### config.mk
export PLATFORM = sky130hd
export DESIGN_NAME = cfe_queue
export DESIGN_NICKNAME = d
export VERILOG_FILES = /design/src/rtl/cfe_queue.sv
export SDC_FILE = /design/constraint.sdc
export NUM_CORES = 1
export LEC_CHECK = 0
export ABC_CLOCK_PERIOD_IN_PS = 3100
export BUFFER_PORTS_ARGS = -buffer_cell sky130_fd_sc_hd__buf_4
export CAP_MARGIN = 20
export CORE_MARGIN = 10
export CORE_UTILIZATION = 30
export CTS_BUF_LIST = sky130_fd_sc_hd__clkbuf_4 sky130_fd_sc_hd__clkbuf_8
export DETAILED_ROUTE_END_ITERATION = 6
export PLACE_DENSITY_LB_ADDON = 0.1
export SETUP_SLACK_MARGIN = 0.15
export SYNTH_ARGS = -nofsm -noshare
export SYNTH_HDL_FRONTEND = slang
export SYNTH_SLANG_ARGS = --single-unit
### constraint.sdc
create_clock -name clk -period 3.1 [get_ports clk]
set_input_delay 0.31 -clock clk [delete_from_list [all_inputs] [get_ports clk]]
set_output_delay 0.31 -clock clk [all_outputs]
set_load 0.05 [all_outputs]
### src/rtl/cfe_queue.sv
`timescale 1ns / 1ps
module cfe_queue #(
  parameter int W = 50
) (
  input  logic         clk,
  input  logic         rst_n,
  input  logic         push,
  input  logic [W-1:0] push_data,
  output logic         full,
  input  logic         pop,
  output logic         nempty,
  output logic [W-1:0] head
);
  logic [W-1:0] ent_r [0:1];
  logic         wp_r, rp_r;
  logic [1:0]   cnt_r;

  assign full   = cnt_r == 2'd2;
  assign nempty = cnt_r != 2'd0;
  assign head   = ent_r[rp_r];

  always_ff @(posedge clk) begin
    if (push) ent_r[wp_r] <= push_data;
    if (!rst_n) begin
      wp_r  <= 1'b0;
      rp_r  <= 1'b0;
      cnt_r <= 2'd0;
    end else begin
      if (push) wp_r <= ~wp_r;
      if (pop)  rp_r <= ~rp_r;
      cnt_r <= cnt_r + {1'b0, push} - {1'b0, pop};
    end
  end
endmodule

# After elaboration in Yosys (flattened, before gate mapping)
# Memory sizes are Yosys's and may differ from the RTL's. A register that Yosys moved wholly into a read port is not among the register bits.
# Cells that the tools add are included.
totals:
  register_bits: 4
  wordCells: 14
  n_memories: 1
  out_inout_bits: 52
  inputBits: 54
  mem_bits_rw: 100
memory_table:
  columns: ["memory", "depth", "width", "read_ports", "rd_ports_with_merged_regs", "write_ports", "line_no", "source"]
  rows:
  - ["ent_r", 2, 50, 1, 1, 1, "14", "logic [W-1:0] ent_r [0:1];"]
op_classes:
  n_eq_ne: 1
  n_addsub: 2
  bitwise_logic: 2
  n_reduce_logical: 1
  mux: 4
ops:
  columns: ["operator", "count"]
  rows:
  - ["two-way mux 1 bit", 4]
  - ["adder 2 x 1 -> 2 bit", 1]
  - ["== test 2 bit, second input constant", 1]
  - ["NOT 1 bit", 2]
  - ["nonzero test 2 bit", 1]
  - ["subtractor 2 x 1 -> 2 bit", 1]

# Depth between registers and ports, before layout
logic_depth:
  word_depth: 3
  depth_mapped: 6
  ltp_nobuf: 6

# Worst setup path after synthesis
# Ideal clock, no wire load.
synth_timing:
  path_type: "register -> register"
  start: "reg wp_r"
  end: "mem ent_r[0][0] (enable)"
  setup_ps: 465
  path_stages_with_launch: 2
  t_arrival_ps: 2562
  slack_ps: 73
  synth_period_minus_slack_ps: 3027
  path_buffers: 0
  cell_sequence: "dfxtp_1 nor2b_1"
synth_lines:
  columns: ["element", "line_no", "source"]
  rows:
  - ["from (decl)", "15", "logic wp_r, rp_r;"]
  - ["from (signal assigned)", "29", "if (push) wp_r <= ~wp_r;"]
  - ["to (decl)", "14", null]
# Straight into the memory's write port.

==> results summary <==
The global-route wire length before repair came out at 12.23 mm. The horizontal die dimension is 136.8 µm. The cell count of the worst reg-to-reg path came out at 2.

The tightest min-delay check is of the in -> reg type. The transition time of the tightest slew-check pin is 984.4 ps. The worst hold path terminates at ent_r[1][28]$_DFFE_PP_. The sequential area share after synthesis is 75.82%. Hold repair after CTS inserted 0 buffers. Entering global routing, the biggest net connects 51 pins. The filler-free cell count of the finished design came out at 471.

After detailed placement, the total cell area comes to 5037 µm². The number of buffers inserted by post-CTS setup repair is 0. The cell depth of the worst min-delay path is 1. The critical path is of the reg -> out type. The total of flip-flops plus latches after synthesis came out at 105. The die height came out at 136.8 µm. In the final timing run, aggregate negative setup slack is 0 ps. The clock latency on the worst-skew pair is 370 ps. The number of global-route vias before repair is 2161. The critical path required time is 2790 ps.

The net count after synthesis came out at 233. For this design the top-level I/O count stands at 106. The maximum vdd drop came out at 289.3 µV.

The site row count is 42. The largest stage delay on the critical path is 1020 ps. Detailed placement finished with a half-perimeter wire length of 5.483 mm. After the first detailed-routing iteration, the DRC count stood at 60. The first-pass detailed-route iteration total is 3. The highest net fanout along the worst path is 50. The overall fraction of global-route tracks in use came out at 8.861%. The core area came out at 13300 µm². The buffer levels on the longest clock path came out at 2.

The achievable frequency is 0.4406 GHz. The number of violations of the max-capacitance limit is 0. The placed cell count came out at 455. TritonCTS created 9 clock buffers. STA classifies the critical path startpoint as a flip-flop. Of the cells placed in the final design, the portion with a size suffix greater than 1 is 60.34%. The number of nets at the end of the flow came out at 346. In this run the clock root is driven by a sky130_fd_sc_hd__clkbuf_8. After synthesis, the netlist uses 13 different library cells. The synthesized area came out at 4093 µm². The worst register-to-register path begins at wp_r$_SDFFE_PN0P_. The startpoint identified for the worst hold timing path is push_data[28]. The post-synthesis area per instance is 23.12 µm². The overall overflow remaining after global route came out at 0. The number of max-slew violations in the final report is 0.

Counting every sink on the clock net gives 105. TritonCTS built the clock tree. After layout, the minimum clock period comes to 2269 ps. The final RePlAce weighted congestion came out at 0.6242.

The total number of vias is 1898. The clock slew seen by the registers of the worst setup and hold paths came out at 100 ps. The mean number of vias per cell came out at 4.030. The clock tree skew after final layout came out at 6.215 ps. The endpoint identified for the worst register-to-register timing path is ent_r[1][45]$_DFFE_PP_.

The cell with the biggest individual delay on the critical path is sky130_fd_sc_hd__dfxtp_4. The fraction of the cycle the final worst path needs is 73.21%. 0 antenna diodes ended up in the layout.

Setup slack on the worst reg-to-reg path comes out at 1470 ps. For the worst setup path, the data arrival time is 1960 ps. The count of warnings emitted by yosys is 0. The final non-filler cell area is 5251 µm². The initial core utilization is 30.78%.

In this run, post-CTS repair resized a total of 0 instances. The filler cell count is 1256. STA classifies the critical path endpoint as a primary output.

The number of standard cells after synthesis came out at 177. The number of buffers and inverters on the critical path is 1. In the routed design, unresolved DRC markers number 0. The leakage component of the power came out at 2.062 nW. In this run the tightest slew margin relative to its limit is 34.38%.

The routed length per instance is 17.00 µm. The deepest level of the CTS H-tree came out at 3. Across all hold checks on the routed design, the worst slack comes to 122.2 ps. The run finished with clean final reports. The total of buffers placed on input and output ports is 105. For this block, the routed nets add up to 8.008 mm of wire. Setup violations remaining at the end of the flow were counted as 0. The layout-stage area growth over the synthesis result came out at 28.31%. The final count of hold timing violations is 0.

The cell class contributing the biggest share of worst-path delay is flip-flops. The final design utilization is 39.50%. The die covers 18710 µm². Setup repair after global routing left no endpoint under its margin. The power density normalized to cell area came out at 617.9 nW/µm².

The initial antenna violation count came out at 0. Walking the worst path, the cells encountered are mux2_4, buf_4. In this run the remaining antenna-violating nets after routing total 0.
==> cells in the final DEF (no fill, tap or decap), types with 2 or more instances in the layout <==
cell type and n:
sky130_fd_sc_hd__clkinv_2 3, sky130_fd_sc_hd__edfxtp_1 100, sky130_fd_sc_hd__mux2_4 50, sky130_fd_sc_hd__ha_1 2
sky130_fd_sc_hd__dfxtp_1 4, sky130_fd_sc_hd__nor2b_1 3, sky130_fd_sc_hd__clkbuf_8 9, sky130_fd_sc_hd__bufinv_16 2
sky130_fd_sc_hd__inv_1 2, sky130_fd_sc_hd__and2_1 3, sky130_fd_sc_hd__buf_4 107
==> metrics by stage <==
step                      worst slack (ps)  power (mW)
after CTS                            742.0       3.313
after floorplan                       1024       2.201
after detailed placement              1172       2.397
after global routing                 707.9       3.404
after global placement                1153       2.393
final                                830.6       3.245
==> routing by layer <==
| layer | track usage, % | part of all wire (%) | up-vias |
|---|---|---|---|
| met2 | 14.11 | 50 | 61 |
| met4 | 5.211 | 2.5 | 0 |
| li1 | - | - | 907 |
| met3 | 3.959 | 8.7 | 13 |
| met5 | 0 | 0 | - |
| met1 | 9.601 | 39 | 917 |
==> logic make-up after synthesis <==
kind of cell / after synthesis / synth area share, %
xor+xnor: 2 / 0.7643
flops: 105 / 75.82
mux: 50 / 18.34
simple gates: 9 / 1.376
buf+inv: 8 / 2.904
fa+ha+maj: 2 / 0.6113
compound gates: 1 / 0.1835
==> where the power goes <==
group	internal, mW	switching (mW)
combinational	0.273	0.381
sequential	1.64	0.0567
clock	0.460	0.438
==> worst max path at each step <==
| stage | to | cells after the start |
|---|---|---|
| 3_3_place_gp | head[45] | 2 |
| 6_report | head[12] | 2 |
| 2_1_floorplan | ent_r[0][0]$_DFFE_PP_ | 1 |
| 4_1_cts | head[45] | 2 |
| 5_1_grt | head[46] | 2 |
| 3_5_place_dp | head[45] | 2 |
==> flip-flops by register name, indices dropped and copies added, names as in the netlist, named ones only <==
signal	flops
rp_r	1
ent_r	100
cnt_r	2
wp_r	1
==> worst reg2reg max path: stages (launching register included) <==
cell	delay (ps)
sky130_fd_sc_hd__dfxtp_1	400
sky130_fd_sc_hd__and2_2	630
sky130_fd_sc_hd__buf_12	280
==> Yosys cell counts <==
| master | n | area, µm² |
|---|---|---|
| sky130_fd_sc_hd__and2_1 | 4 | 25.02 |
| sky130_fd_sc_hd__buf_12 | 5 | 100.1 |
| sky130_fd_sc_hd__buf_6 | 1 | 11.26 |
| sky130_fd_sc_hd__dfxtp_1 | 5 | 100.1 |
| sky130_fd_sc_hd__edfxtp_1 | 100 | 3003 |
| sky130_fd_sc_hd__ha_1 | 2 | 25.02 |
| sky130_fd_sc_hd__inv_1 | 2 | 7.510 |
| sky130_fd_sc_hd__mux2_4 | 50 | 750.7 |
| sky130_fd_sc_hd__nor2b_1 | 4 | 25.02 |
| sky130_fd_sc_hd__o21a_1 | 1 | 7.510 |
| sky130_fd_sc_hd__or2_2 | 1 | 6.260 |
| sky130_fd_sc_hd__xnor3_1 | 1 | 22.52 |
| sky130_fd_sc_hd__xor2_1 | 1 | 8.760 |
==> layout make-up <==
| type | count | area, µm² | area share [%] |
|---|---|---|---|
| inverter | 2 | 7.507 | 0.1430 |
| sequential | 105 | 3107 | 59.16 |
| timing repair buffer | 108 | 823.3 | 15.68 |
| multi-input combinational | 64 | 879.6 | 16.75 |
| clock buffer | 10 | 131.4 | 2.502 |
| tap | 176 | 220.2 | 4.193 |
| clock inverter | 6 | 82.58 | 1.573 |
(Power assumes the default switching activity.)
