**src/rtl/cfe_pkg.sv**
```systemverilog
`timescale 1ns / 1ps
package cfe_pkg;

  localparam int DEF_ADDR_BITS = 16;
  localparam int DEF_SLOTS     = 4;
  localparam int ADDR_MAX      = 24;
  localparam int WORD_W        = 64;
  localparam int TAG_W         = 16;

  localparam logic [31:0] ALT_MUL   = 32'h5bd1e995;
  localparam logic [15:0] LFSR_SEED = 16'hACE1;

  localparam logic [1:0] REQ_INSERT = 2'd0;
  localparam logic [1:0] REQ_LOOKUP = 2'd1;
  localparam logic [1:0] REQ_DELETE = 2'd2;

  localparam logic [1:0] STAT_OK   = 2'd0;
  localparam logic [1:0] STAT_MISS = 2'd1;
  localparam logic [1:0] STAT_FULL = 2'd2;

  localparam logic [1:0] TAG_MODE_4 = 2'd0;
  localparam logic [1:0] TAG_MODE_8 = 2'd1;

  localparam logic [1:0] CFG_TAG_MODE    = 2'd0;
  localparam logic [1:0] CFG_BUCKET_LOG2 = 2'd1;
  localparam logic [1:0] CFG_MAX_KICKS   = 2'd2;

  localparam logic [1:0]  RST_TAG_MODE = 2'd1;
  localparam logic [4:0]  RST_LOG2     = 5'd16;
  localparam logic [11:0] RST_KICKS    = 12'd500;

  typedef struct packed {
    logic [1:0]  mode;
    logic [4:0]  lg;
    logic [11:0] kicks;
  } cfe_cfg_t;

  function automatic logic [TAG_W-1:0] tag_mask(input logic [1:0] mode);
    case (mode)
      TAG_MODE_4: tag_mask = 16'h000F;
      TAG_MODE_8: tag_mask = 16'h00FF;
      default:    tag_mask = 16'hFFFF;
    endcase
  endfunction

  function automatic logic [ADDR_MAX-1:0] bucket_mask(input logic [4:0] lg, input int abits);
    logic [ADDR_MAX-1:0] m;
    for (int j = 0; j < ADDR_MAX; j++) begin
      m[j] = (j < int'(lg)) && (j < abits);
    end
    return m;
  endfunction

  function automatic logic [31:0] alt_prod(input logic [TAG_W-1:0] tag);
    return {16'd0, tag} * ALT_MUL;
  endfunction

  function automatic logic [TAG_W-1:0] get_slot(input logic [WORD_W-1:0] word,
                                                 input logic [1:0] i,
                                                 input logic [1:0] mode);
    case (mode)
      TAG_MODE_4: get_slot = {12'd0, word[{i, 2'b00} +: 4]};
      TAG_MODE_8: get_slot = {8'd0, word[{i, 3'b000} +: 8]};
      default:    get_slot = word[{i, 4'b0000} +: 16];
    endcase
  endfunction

  function automatic logic [WORD_W-1:0] put_slot(input logic [WORD_W-1:0] word,
                                                  input logic [1:0] i,
                                                  input logic [1:0] mode,
                                                  input logic [TAG_W-1:0] val);
    logic [WORD_W-1:0] w;
    w = word;
    case (mode)
      TAG_MODE_4: w[{i, 2'b00} +: 4] = val[3:0];
      TAG_MODE_8: w[{i, 3'b000} +: 8] = val[7:0];
      default:    w[{i, 4'b0000} +: 16] = val;
    endcase
    return w;
  endfunction

  function automatic logic [15:0] lfsr_next(input logic [15:0] l);
    return {l[0] ^ l[2] ^ l[3] ^ l[5], l[15:1]};
  endfunction

  // slot = lfsr mod slot count (two or three slots; low two bits otherwise); base-4 digits fold for three slots
  function automatic logic [1:0] slot_pick(input logic [15:0] l, input int slots);
    logic [4:0] s;
    s = 5'd0;
    if (slots == 3) begin
      for (int k = 0; k < 8; k++) begin
        s = s + {3'd0, l[2*k +: 2]};
      end
      for (int k = 0; k < 8; k++) begin
        if (s >= 5'd3) s = s - 5'd3;
      end
    end else if (slots == 2) begin
      s = {4'd0, l[0]};
    end else begin
      s = {3'd0, l[1:0]};
    end
    return s[1:0];
  endfunction

endpackage

```
**src/rtl/cfe_front.sv**
```systemverilog
`timescale 1ns / 1ps
module cfe_front import cfe_pkg::*; #(
  parameter int BUCKET_ADDR_BITS = DEF_ADDR_BITS,
  parameter int QW = 2 + TAG_W + 2 * BUCKET_ADDR_BITS
) (
  input  logic          clk,
  input  logic          rst_n,
  input  cfe_cfg_t      cfg,
  input  logic          clearing,
  input  logic          in_valid,
  output logic          in_stall,
  input  logic [1:0]    in_req_type,
  input  logic [63:0]   in_hash_value,
  input  logic          q_full,
  output logic          q_push,
  output logic [QW-1:0] q_data
);
  localparam int A = BUCKET_ADDR_BITS;

  logic                 s1_v_r;
  logic [1:0]           req_r;
  logic [TAG_W-1:0]     tag_r;
  logic [A-1:0]         i1_r, prod_r;
  logic [ADDR_MAX-1:0]  bm_full;
  logic [A-1:0]         bmask, i2;
  logic [TAG_W-1:0]     tag_nxt;
  logic [31:0]          prod;
  logic                 accept;

  assign bm_full  = bucket_mask(cfg.lg, A);
  assign bmask    = bm_full[A-1:0];
  assign in_stall = clearing || (s1_v_r && q_full);
  assign accept   = in_valid && !in_stall;
  assign q_push   = s1_v_r && !q_full;

  always_comb begin
    tag_nxt = in_hash_value[TAG_W-1:0] & tag_mask(cfg.mode);
    if (tag_nxt == '0) tag_nxt = 16'd1;
    prod = alt_prod(tag_nxt);
  end

  assign i2     = (i1_r ^ prod_r) & bmask;
  assign q_data = {req_r, tag_r, i1_r, i2};

  always_ff @(posedge clk) begin
    if (accept) begin
      req_r  <= in_req_type;
      tag_r  <= tag_nxt;
      i1_r   <= in_hash_value[32 +: A] & bmask;
      prod_r <= prod[A-1:0];
    end
    if (!rst_n) begin
      s1_v_r <= 1'b0;
    end else if (accept) begin
      s1_v_r <= 1'b1;
    end else if (q_push) begin
      s1_v_r <= 1'b0;
    end
  end
endmodule

```
**config.mk**
```make
export PLATFORM = sky130hd
export DESIGN_NAME = cfe_front
export DESIGN_NICKNAME = d
export VERILOG_FILES = /design/src/rtl/cfe_pkg.sv /design/src/rtl/cfe_front.sv
export SDC_FILE = /design/constraint.sdc
export NUM_CORES = 1
export LEC_CHECK = 0
export ABC_CLOCK_PERIOD_IN_PS = 6900
export BUFFER_PORTS_ARGS = -buffer_cell sky130_fd_sc_hd__buf_4
export CORE_MARGIN = 4
export CORE_UTILIZATION = 30
export CTS_CLUSTER_DIAMETER = 30
export DETAILED_ROUTE_END_ITERATION = 8
export GPL_ROUTABILITY_DRIVEN = 0
export PLACE_DENSITY = 0.59
export SLEW_MARGIN = 20
export SYNTH_ARGS = -nofsm -noshare
export SYNTH_HDL_FRONTEND = slang
export SYNTH_SLANG_ARGS = --single-unit
```
**constraint.sdc**
```tcl
create_clock -name clk -period 6.9 [get_ports clk]
set_input_delay 1.38 -clock clk [delete_from_list [all_inputs] [get_ports clk]]
set_output_delay 1.38 -clock clk [all_outputs]
set_load 0.02 [all_outputs]
```
After elaboration in Yosys (flattened, before gate mapping)
Index checks and enable logic that the tools add are counted.

Order comparisons: 16. Reductions and logical operators: 9. Mux-type cells: 4. $add $sub $neg: 0. Multipliers: 1. Bitwise logic cells: 4. Equality and inequality tests: 1. Shift-type cells: 0. Divide/modulo/power cells: 0.

Operator list (number): 16-bit bitwise AND (3); 4-bit by 5-bit less-than comparator with 1-bit output (first input constant) (8); 16-bit one-hot mux with 2 select lines (1); 16-bit by 31-bit multiplier with 16-bit output (second input constant) (1); 3-bit by 5-bit less-than comparator with 1-bit output (first input constant) (4); 16-bit zero test (1); 16-bit 2-to-1 mux (1); 16-bit XOR (1); 1-bit by 5-bit less-than comparator with 1-bit output (first input constant) (2); 2-bit by 5-bit less-than comparator with 1-bit output (first input constant) (2); 1-bit logical AND (3); 2-bit by 1-bit == test with 1-bit output (second input constant) (1); 1-bit zero test (2); 2-bit zero test (1); 1-bit 2-to-1 mux (2); 2-bit nonzero test (1); 1-bit logical OR (1).

RAM bits: 0. Bits in latches: 0. ROM bits: 0. Memories: 0. Output and inout port bits: 52. Register bits after elaboration: 51. Word-level logic and storage cells: 40.

Depth between registers and ports, before layout
Gate-level depths: netlist of run 1.

Depth in word-level cells: 6. Depth in mapped cells: 21. Mapped depth without buffers: 21.

Worst setup path before layout of run 1
No wires, ideal clock.

Path type: input-to-reg. From: in in_hash_value[13]. To: reg prod_r[15] (data pin). Arrival: 5801 ps. Stages on the path: 18. Slack: 841 ps. Cells stage by stage: nor4_1 > nand2_1 > a2111oi_4 > nor2_1 > ha_1 > ha_1 > inv_1 > fa_1 > fa_1 > fa_1 > fa_1 > xnor2_1 > xnor2_1 > xnor2_1 > xnor2_1 > xnor2_1 > xnor2_1 > xnor2_1.

Longest elaborated chain between the ends: 4.

RTL lines: from (decl) (RTL line cfe_front.sv:13) `input logic [63:0] in_hash_value,`; 16-bit bitwise AND (RTL line cfe_front.sv:37) `tag_nxt = in_hash_value[TAG_W-1:0] & tag_mask(cfg.mode);`; 16-bit zero test (RTL line cfe_front.sv:38) `if (tag_nxt == '0) tag_nxt = 16'd1;`; 16-bit 2-to-1 mux (RTL line cfe_front.sv:38); net tag_nxt[3] (RTL line cfe_front.sv:26) `logic [TAG_W-1:0] tag_nxt;`; 16-bit by 31-bit multiplier with 16-bit output (RTL line cfe_pkg.sv:55) `return {16'd0, tag} * ALT_MUL;`; net prod[15] (RTL line cfe_front.sv:27) `logic [31:0] prod;`; to (signal assigned) (RTL line cfe_front.sv:50) `prod_r <= prod[A-1:0];`; to (decl) (RTL line cfe_front.sv:23) `logic [A-1:0] i1_r, prod_r;`.

The timed path passes the listed nets, and every way through them passes these cells. A chain may end at the register's enable or synchronous reset.

Final worst setup path of run 1
From: in in_hash_value[11]. To: reg prod_r[15] (data pin).

Same word-level chain as after synthesis.

==> impl_metrics.tcl, run 1 <==
set metrics [dict create \
    port_buffers 97 \
    avgSynthCellArea_um2 11.4 \
    cp_data_required_time_ns 6.94 \
    dp_hpwl_um 7120 \
    drive_above_1_share_pct 25.2 \
    drt_wl_total_um 8340 \
    yosysTopAreaCell "edfxtp_1" \
    cts_sinks 49 \
    leakage_nw 2.30 \
    finalHoldViolations 0 \
    grt_usage_pct 11.4 \
    async_flop_share_pct 0 \
    finalCritPeriodShare_pct 91.1 \
    r2r_cells 3 \
    ys_ff_latch 49 \
    ff_latch_area_um2 1460 \
    reg2reg_to "prod_r[13]$_DFFE_PP_" \
    synth.top_cell.area_share_pct 36.4 \
    fillerInstances 1298 \
    area_growth_pct 27.3 \
    setup_violations 0 \
    cp.arrival_ns 6.33 \
    clkLatencyLatePin_ns 0.28 \
    path_class "input pin to register" \
    final_antenna_net_count 0 \
    drtPass1Iterations 4 \
    top_layer_used "met4" \
    cts_resized 0 \
    r2r_start "s1_v_r$_SDFFE_PN0P_" \
    dr_wl_met3_um 305 \
    multi_input_area_um2 2270 \
    grt_pass1_vias 2864 \
    root_buffer "clkbuf_16" \
    clock_path_buffers 2 \
    die_w_um 123 \
    endpoint_kind "register" \
    tns_ns 0 \
    io_pins 142 \
    synth_warnings 0 \
    synth_cells 348 \
    drt-met1-wl_um 3370 \
    drc 0 \
    cts_buffers 5 \
    grt_overflow 0 \
    max_cap_viol_count 0 \
    yosys.cell_types.count 32 \
    post_cts_buffers 0 \
    fin_crit_ns 6.29 \
    powerDensity_nw_per_um2 279 \
    nets 624 \
    ff2ff_setup_slack_ns 5.37 \
    fin_skew_ns 0.00185 \
    max_freq_mhz 159 \
    yosysMostFrequentCell "ha_1" \
    wl_met2_um 4530 \
    vdd_drop_max_mv 0.115 \
    seq_area_frac_synth_pct 37.0 \
    slew_violations 0 \
    crit_start "in_hash_value[11]" \
    num_vias 2720 \
    dominantRegCellSynth "edfxtp_1" \
    die_h_um 123 \
    synth_area_leaders "edfxtp_1 36%, ha_1 19%, fa_1 13%, xnor2_1 7.5%, inv_1 4.8%" \
    wire_per_inst_um 13.5 \
    status "finished, final reports clean" \
    antenna_found_initial 0 \
    max_slew_margin_pct 63.4 \
    hp-class "register to register" \
    clkTransAtPathRegs_ns 0.06 \
    synth_edf_count 48 \
    total_power_mw 1.40 \
    grt_pass1_wl_um 13500 \
    grt_start_max_net_pins 32 \
    netlist_area_um2 3960 \
    detail_route.iter0.violations 104 \
    routed_via_density 4.39 \
    crit_path_end "prod_r[15]$_DFFE_PP_" \
    synth_commonest_cells "61 x ha_1, 51 x inv_1, 48 x edfxtp_1" \
    initial_core_util_pct 31.0 \
    rsz0062_at_grt "false" \
    startpoint_type "input pin" \
    coreArea_um2 12800 \
    critPathMaxFanout 3 \
    cts_tree "done" \
    row_count 41 \
    cts_hold_buf 0 \
    diodes 0 \
    worst_pin_slew_ns 0.547 \
    cts_max_level 2 \
    dieArea_um2 15100 \
    synth.net_count 525 \
]
critical path, stage by stage:
cell       delay [ns]
buf_4            0.12
nor4_1           0.31
nand2_1          0.16
a2111oi_4        0.42
nor2_1           0.12
ha_1             0.37
ha_1             0.30
inv_1            0.06
fa_1             0.53
fa_1             0.44
fa_1             0.53
fa_1             0.46
xnor2_1          0.19
xnor2_1          0.15
xnor2_1          0.16
xnor2_1          0.10
xnor2_1          0.27
xnor2_1          0.18
xnor2_1          0.08
cell usage in the layout (no fill, tap or decap), types with 7 or more instances in the layout:
| cell type | n |
|---|---|
| xor2_1 | 8 |
| edfxtp_1 | 48 |
| ha_1 | 61 |
| buf_4 | 99 |
| fa_1 | 26 |
| nor2b_1 | 13 |
| inv_1 | 51 |
| a21oi_1 | 16 |
| and2_1 | 9 |
| nand2_1 | 7 |
| xnor2_1 | 34 |
| nor2_1 | 29 |
cell type report:
cell class | count | share of cell area [%]
inverter | 51 | 3.80
timing repair buffer | 100 | 15.2
sequential | 49 | 29.0
tap | 172 | 4.28
multi-input combinational | 240 | 45.0
clock buffer | 8 | 2.71
report_power, final:
group | leakage, nW | internal (mW) | switching (mW) | total [mW]
Sequential | 0.460 | 0.405 | 0.0180 | 0.423
Clock | 0.0652 | 0.135 | 0.0997 | 0.235
Combinational | 1.77 | 0.358 | 0.388 | 0.746
flip-flops by register name (all words and copies together) (netlist names):
signal	count
i1_r	16
prod_r	16
tag_r	14
req_r	2
s1_v_r	1
routing by layer:
metal / up-vias / global-route usage [%]
met4: 0 / 3.85
li1: 1351 / -
met1: 1315 / 13.5
met5: - / 0
met2: 46 / 20.9
met3: 8 / 1.71
kinds of logic after synthesis:
logic type	Yosys count	synth area share [%]
buf+inv	59	5.79
xor+xnor	42	9.30
simple gates	80	10.4
fa+ha+maj	87	32.5
compound gates	31	5.09
flops	49	37.0
per-stage QoR:
| step | utilization, % | setup WS (ns) | cell area, um^2 | hold WS, ns | cells |
|---|---|---|---|---|---|
| final | 39.4 | 0.613 | 5030 | 0.549 | 620 |
| after global routing | 39.4 | 0.362 | 5030 | 0.578 | 620 |
| after CTS | 39.4 | 0.544 | 5030 | 0.555 | 620 |
| after detailed placement | 38.3 | 0.276 | 4900 | 0.546 | 612 |
| after global placement | 38.2 | 0.263 | 4880 | 0.507 | 611 |
| after floorplan | - | 0.841 | 3960 | 0.493 | 348 |
how the worst min path moves through the flow:
stage,start,end,slack (ns),cells past startpoint
floorplan,s1_v_r$_SDFFE_PN0P_,s1_v_r$_SDFFE_PN0P_,0.49,2
global placement,s1_v_r$_SDFFE_PN0P_,s1_v_r$_SDFFE_PN0P_,0.51,2
detailed placement,s1_v_r$_SDFFE_PN0P_,s1_v_r$_SDFFE_PN0P_,0.55,2
CTS,s1_v_r$_SDFFE_PN0P_,s1_v_r$_SDFFE_PN0P_,0.56,2
global route,s1_v_r$_SDFFE_PN0P_,s1_v_r$_SDFFE_PN0P_,0.58,2
finish,s1_v_r$_SDFFE_PN0P_,s1_v_r$_SDFFE_PN0P_,0.55,2
No activity file was read; power rests on OpenSTA's default activity.
==> inputs of run 2 (changes only) <==
- CORE_ASPECT_RATIO: default -> 0.5
==> run 2 against run 1 <==
  * Design area shrank 0.12%
  * Die area is 0.74% higher
  * Total power up 0.11%
  * Fmax shrank 0.44%
  * Critical path depth is the same
  * Cell count shrank 0.16%
  * Sequential power barely moved
  * Global-route usage decreased by 0.32 points
  * Via count decreased by 3.9%
  * Combinational power decreased by 0.9%
  * Routed wire length up 0.23%
==> impl_metrics.tcl, run 2 (synthesis gave the netlist of run 1 again) <==
set metrics [dict create \
    rsz0062_at_grt "false" \
    leakage_nw 2.30 \
    endpoint_kind "register" \
    final_antenna_net_count 0 \
    finalCritPeriodShare_pct 91.5 \
    grt_pass1_vias 2663 \
    num_vias 2614 \
    min_to "s1_v_r$_SDFFE_PN0P_" \
    min_path_cells 2 \
    io_pins 142 \
    diodes 0 \
    r2r_start "s1_v_r$_SDFFE_PN0P_" \
    post_cts_buffers 0 \
    status "finished, final reports clean" \
    drt_wl_total_um 8360 \
    clock_path_buffers 2 \
    clkLatencyLatePin_ns 0.29 \
    drtPass1Iterations 4 \
    grt_overflow 0 \
    reg_top3 "i1_r: 16 flops, prod_r: 16 flops, tag_r: 14 flops" \
    grt_usage_pct 11.1 \
    detail_route.iter0.violations 129 \
    setup_violations 0 \
    max_freq_mhz 158 \
    max_cap_viol_count 0 \
    cts_hold_buf 0 \
    cp.arrival_ns 6.36 \
    vdd_drop_max_mv 0.110 \
    dp_hpwl_um 6870 \
    worst_pin_slew_ns 0.657 \
    grt_start_max_net_pins 50 \
    reg2reg_to "prod_r[13]$_DFFE_PP_" \
    ff2ff_setup_slack_ns 5.35 \
    cts_tree "done" \
    area_growth_pct 27.1 \
    coreArea_um2 12800 \
    root_buffer "clkbuf_16" \
    total_power_mw 1.40 \
    die_w_um 170 \
    fin_util_pct 39.4 \
    fin_crit_ns 6.32 \
    routed_via_density 4.22 \
    cts_max_level 2 \
    slew_violations 0 \
    cts_resized 0 \
    grt_pass1_wl_um 13200 \
    row_count 29 \
    max_slew_margin_pct 56.2 \
    dieArea_um2 15200 \
    tns_ns 0 \
    drc 0 \
    path_class "input pin to register" \
    wire_per_inst_um 13.5 \
    clkTransAtPathRegs_ns 0.06 \
    cts_buffers 5 \
    critPathMaxFanout 3 \
    cp_data_required_time_ns 6.94 \
    finalHoldViolations 0 \
    startpoint_type "input pin" \
    whs_ns 0.526 \
    drive_above_1_share_pct 25.6 \
    die_h_um 89.2 \
    r2r_cells 3 \
    nets 625 \
    cts_sinks 49 \
    antenna_found_initial 0 \
    hold_start "s1_v_r$_SDFFE_PN0P_" \
    powerDensity_nw_per_um2 279 \
    mostFrequentLayoutCells "101 x buf_4, 61 x ha_1, 51 x inv_1" \
    initial_core_util_pct 31.0 \
    hp-class "register to register" \
    layout_commonest_cell "buf_4" \
    port_buffers 97 \
    fin_skew_ns 0.00444 \
]
[run 2: critical path, stage by stage]
cell       delay, ns
buf_4           0.12
nor4_1          0.31
nand2_1         0.17
a2111oi_4       0.45
nor2_1          0.11
ha_1            0.37
ha_1            0.33
inv_1           0.06
fa_1            0.51
fa_1            0.44
fa_1            0.53
fa_1            0.47
xnor2_1         0.19
xnor2_1         0.15
xnor2_1         0.15
xnor2_1         0.15
xnor2_1         0.19
xnor2_1         0.17
xnor2_1         0.08
[run 2: worst max-delay path by stage]
stage                                end  cells after the start              start  slack, ns
finish              prod_r[15]$_DFFE_PP_                     19  in_hash_value[11]       0.58
global route        prod_r[14]$_DFFE_PP_                     20  in_hash_value[11]       0.25
CTS                 prod_r[15]$_DFFE_PP_                     19  in_hash_value[11]       0.51
detailed placement  prod_r[15]$_DFFE_PP_                     19  in_hash_value[11]       0.24
global placement    prod_r[15]$_DFFE_PP_                     19  in_hash_value[11]       0.32
floorplan           prod_r[15]$_DFFE_PP_                     18  in_hash_value[13]       0.84
[run 2: metrics by stage]
stage | instances | setup slack [ns] | area [um^2]
floorplan | 348 | 0.841 | 3960
global placement | 611 | 0.319 | 4890
detailed placement | 611 | 0.235 | 4890
CTS | 619 | 0.509 | 5030
global route | 619 | 0.253 | 5030
finish | 619 | 0.585 | 5030
[run 2: area by class of cell]
type	instances	area, um^2
Fill cell	1287	7740
Multi-Input combinational cell	240	2270
Sequential cell	49	1460
Timing Repair Buffer	101	758
Tap cell	170	213
Inverter	51	191
Clock buffer	7	133
Clock inverter	1	5.00
[run 2: power by group]
group	internal, mW	switching [mW]	leakage (nW)
registers	0.405	0.0195	0.460
clock network	0.134	0.107	0.0679
logic	0.358	0.381	1.77
[run 2: layer usage]
metal	up-vias	wire length (um)	share of wire (%)	global-route usage [%]
met4	0	105	1.3	2.75
met2	38	4080	49	19.1
met1	1215	3880	46	14.6
met5	-	0	0	0
met3	13	298	3.6	2.08
li1	1348	-	-	-
==> inputs of run 3 (changes only) <==
- CORE_ASPECT_RATIO: 0.5 -> 1.75
==> run 3 against run 2 <==
  * Worst setup slack improved by 0.0085 ns
  * Non-clock buffer count rose by 1
  * Total power rose by 3.7%
  * Clock skew barely moved
  * Clock power rose by 15%
  * Critical path depth did not move
  * Global-route usage rose by 0.91 points
  * First-iteration DRC count fell by 54%
  * Largest power group unchanged
==> impl_metrics.tcl, run 3 (synthesis gave the netlist of run 1 again) <==
set metrics [dict create \
    fin_util_pct 39.2 \
    dp_cells 613 \
    fin_cells 621 \
    cts_resized 0 \
    endpoint_kind "register" \
    whs_ns 0.531 \
    total_power_mw 1.46 \
    dp_hpwl_um 7830 \
    slew_violations 0 \
    fillerInstances 1321 \
    netSwitchingPower_mw 0.519 \
    clock_path_buffers 2 \
    nets 626 \
    r2r_cells 3 \
    ff2ff_setup_slack_ns 5.35 \
    hold_start "s1_v_r$_SDFFE_PN0P_" \
    mostFrequentLayoutCells "102 x buf_4, 61 x ha_1, 51 x inv_1" \
    cts_sinks 49 \
    drc 0 \
    clkLatencyLatePin_ns 0.29 \
    max_freq_mhz 159 \
    r2r_start "s1_v_r$_SDFFE_PN0P_" \
    port_buffers 97 \
    min_path_cells 2 \
    hp-class "register to register" \
    powerDensity_nw_per_um2 287 \
    vdd_drop_max_mv 0.129 \
    drive_above_1_share_pct 26.0 \
    drtPass1Iterations 4 \
    finalHoldViolations 0 \
    rsz0062_at_grt "false" \
    drt_wl_total_um 9000 \
    wire_per_inst_um 14.5 \
    worst_pin_slew_ns 0.635 \
    critPathMaxFanout 3 \
    grt_usage_pct 12.0 \
    p_seq_share_pct 28.9 \
    stdcell_area_um2 5070 \
    grt_pass1_wl_um 14100 \
    die_h_um 160 \
    routed_via_density 4.42 \
    cpMaxStageDelayCell "fa_1" \
    layout_commonest_cell "buf_4" \
    fin_skew_ns 0.00459 \
    final_antenna_net_count 0 \
    path_class "input pin to register" \
    cp_data_required_time_ns 6.93 \
    startpoint_type "input pin" \
    max_slew_margin_pct 57.6 \
    fin_crit_ns 6.31 \
    power.share.clock_pct 19.0 \
    tns_ns 0 \
    root_buffer "clkbuf_16" \
    switching_share_pct 35.6 \
    place_area_um2 4900 \
    finalCritPeriodShare_pct 91.4 \
    min_to "s1_v_r$_SDFFE_PN0P_" \
    row_count 55 \
    crit_family "adder cells" \
    ff_latch_area_um2 1460 \
    grt_pass1_vias 3038 \
    clkTransAtPathRegs_ns 0.07 \
    place_ws_ns 0.246 \
    cp_slowest_stage_delay_ns 0.54 \
    status "finished, final reports clean" \
    critPathBufInv 2 \
    p_int_mw 0.937 \
    max_cap_viol_count 0 \
    cts_buffers 5 \
    cpMostUsedCell "xnor2_1" \
    reg_top3 "i1_r: 16 flops, prod_r: 16 flops, tag_r: 14 flops" \
    reg2reg_to "i1_r[13]$_DFFE_PP_" \
    setup_ws_ns 0.593 \
    cts_max_level 2 \
    power_frac_comb_pct 52.0 \
    cts_hold_buf 0 \
    area_growth_pct 28.1 \
    diodes 0 \
    num_vias 2743 \
    grt_overflow 0 \
    multi_input_area_um2 2270 \
    grt_start_max_net_pins 50 \
    cp.arrival_ns 6.34 \
    antenna_found_initial 0 \
    dieArea_um2 15200 \
    coreArea_um2 12900 \
    setup_violations 0 \
    die_w_um 94.8 \
    io_pins 142 \
    cp_cell_sequence "buf_4 -> nor4_1 -> nand2_1 -> a2111oi_4 -> nor2_1 -> ha_1 -> ha_1 -> inv_1 -> fa_1 -> fa_1 -> fa_1 -> fa_1 -> xnor2_1 -> xnor2_1 -> xnor2_1 -> xnor2_1 -> xnor2_1 -> xnor2_1 -> xnor2_1" \
    post_cts_buffers 0 \
    initial_core_util_pct 30.6 \
    cts_tree "done" \
    leakage_nw 2.32 \
    detail_route.iter0.violations 59 \
]
run 3: cell count changes in the layout (fill, tap and decap cells not counted):
cell,before,now
bufinv_16,0,1
clkbuf_1,2,1
clkinv_4,0,1
clkinv_2,1,0
buf_4,101,102
run 3: worst register-to-register path: stages, from the launching register on:
cell	delay, ns
dfxtp_1	0.32
a21oi_1	0.17
and2_2	0.16
buf_4	0.52
run 3: per-layer routing:
layer	up-vias	share of wire (%)	GRT usage, %	routed length [um]
li1	1351	-	-	-
met1	1337	30	10.2	2680
met2	45	66	26.4	5920
met3	10	2.3	0.613	204
met4	0	2.1	4.34	192
met5	-	0	0	0
run 3: area by class of cell:
| type | count | share of cell area (%) |
|---|---|---|
| clock buffers | 6 | 2.54 |
| flip-flops and latches | 49 | 28.8 |
| inverters | 51 | 3.78 |
| clock inverters | 2 | 0.766 |
| multi-input cells | 240 | 44.7 |
| well taps | 171 | 4.22 |
| repair buffers | 102 | 15.1 |
run 3: power by group through the flow:
stage / Combinational (mW) / Clock [mW] / Sequential [mW]
global placement: 0.759 / 0 / 0.429
finish: 0.758 / 0.277 / 0.421
detailed placement: 0.773 / 0 / 0.429
CTS: 0.781 / 0.286 / 0.422
floorplan: 0.557 / 0 / 0.436
global route: 0.852 / 0.293 / 0.425
run 3: worst max path at each step:
| stage | cells past startpoint | slack [ns] | end | start |
|---|---|---|---|---|
| CTS | 19 | 0.52 | prod_r[15]$_DFFE_PP_ | in_hash_value[11] |
| detailed placement | 19 | 0.25 | prod_r[15]$_DFFE_PP_ | in_hash_value[11] |
| finish | 19 | 0.59 | prod_r[15]$_DFFE_PP_ | in_hash_value[11] |
| global route | 19 | 0.32 | prod_r[15]$_DFFE_PP_ | in_hash_value[13] |
| global placement | 19 | 0.24 | prod_r[15]$_DFFE_PP_ | in_hash_value[13] |
| floorplan | 18 | 0.84 | prod_r[15]$_DFFE_PP_ | in_hash_value[13] |
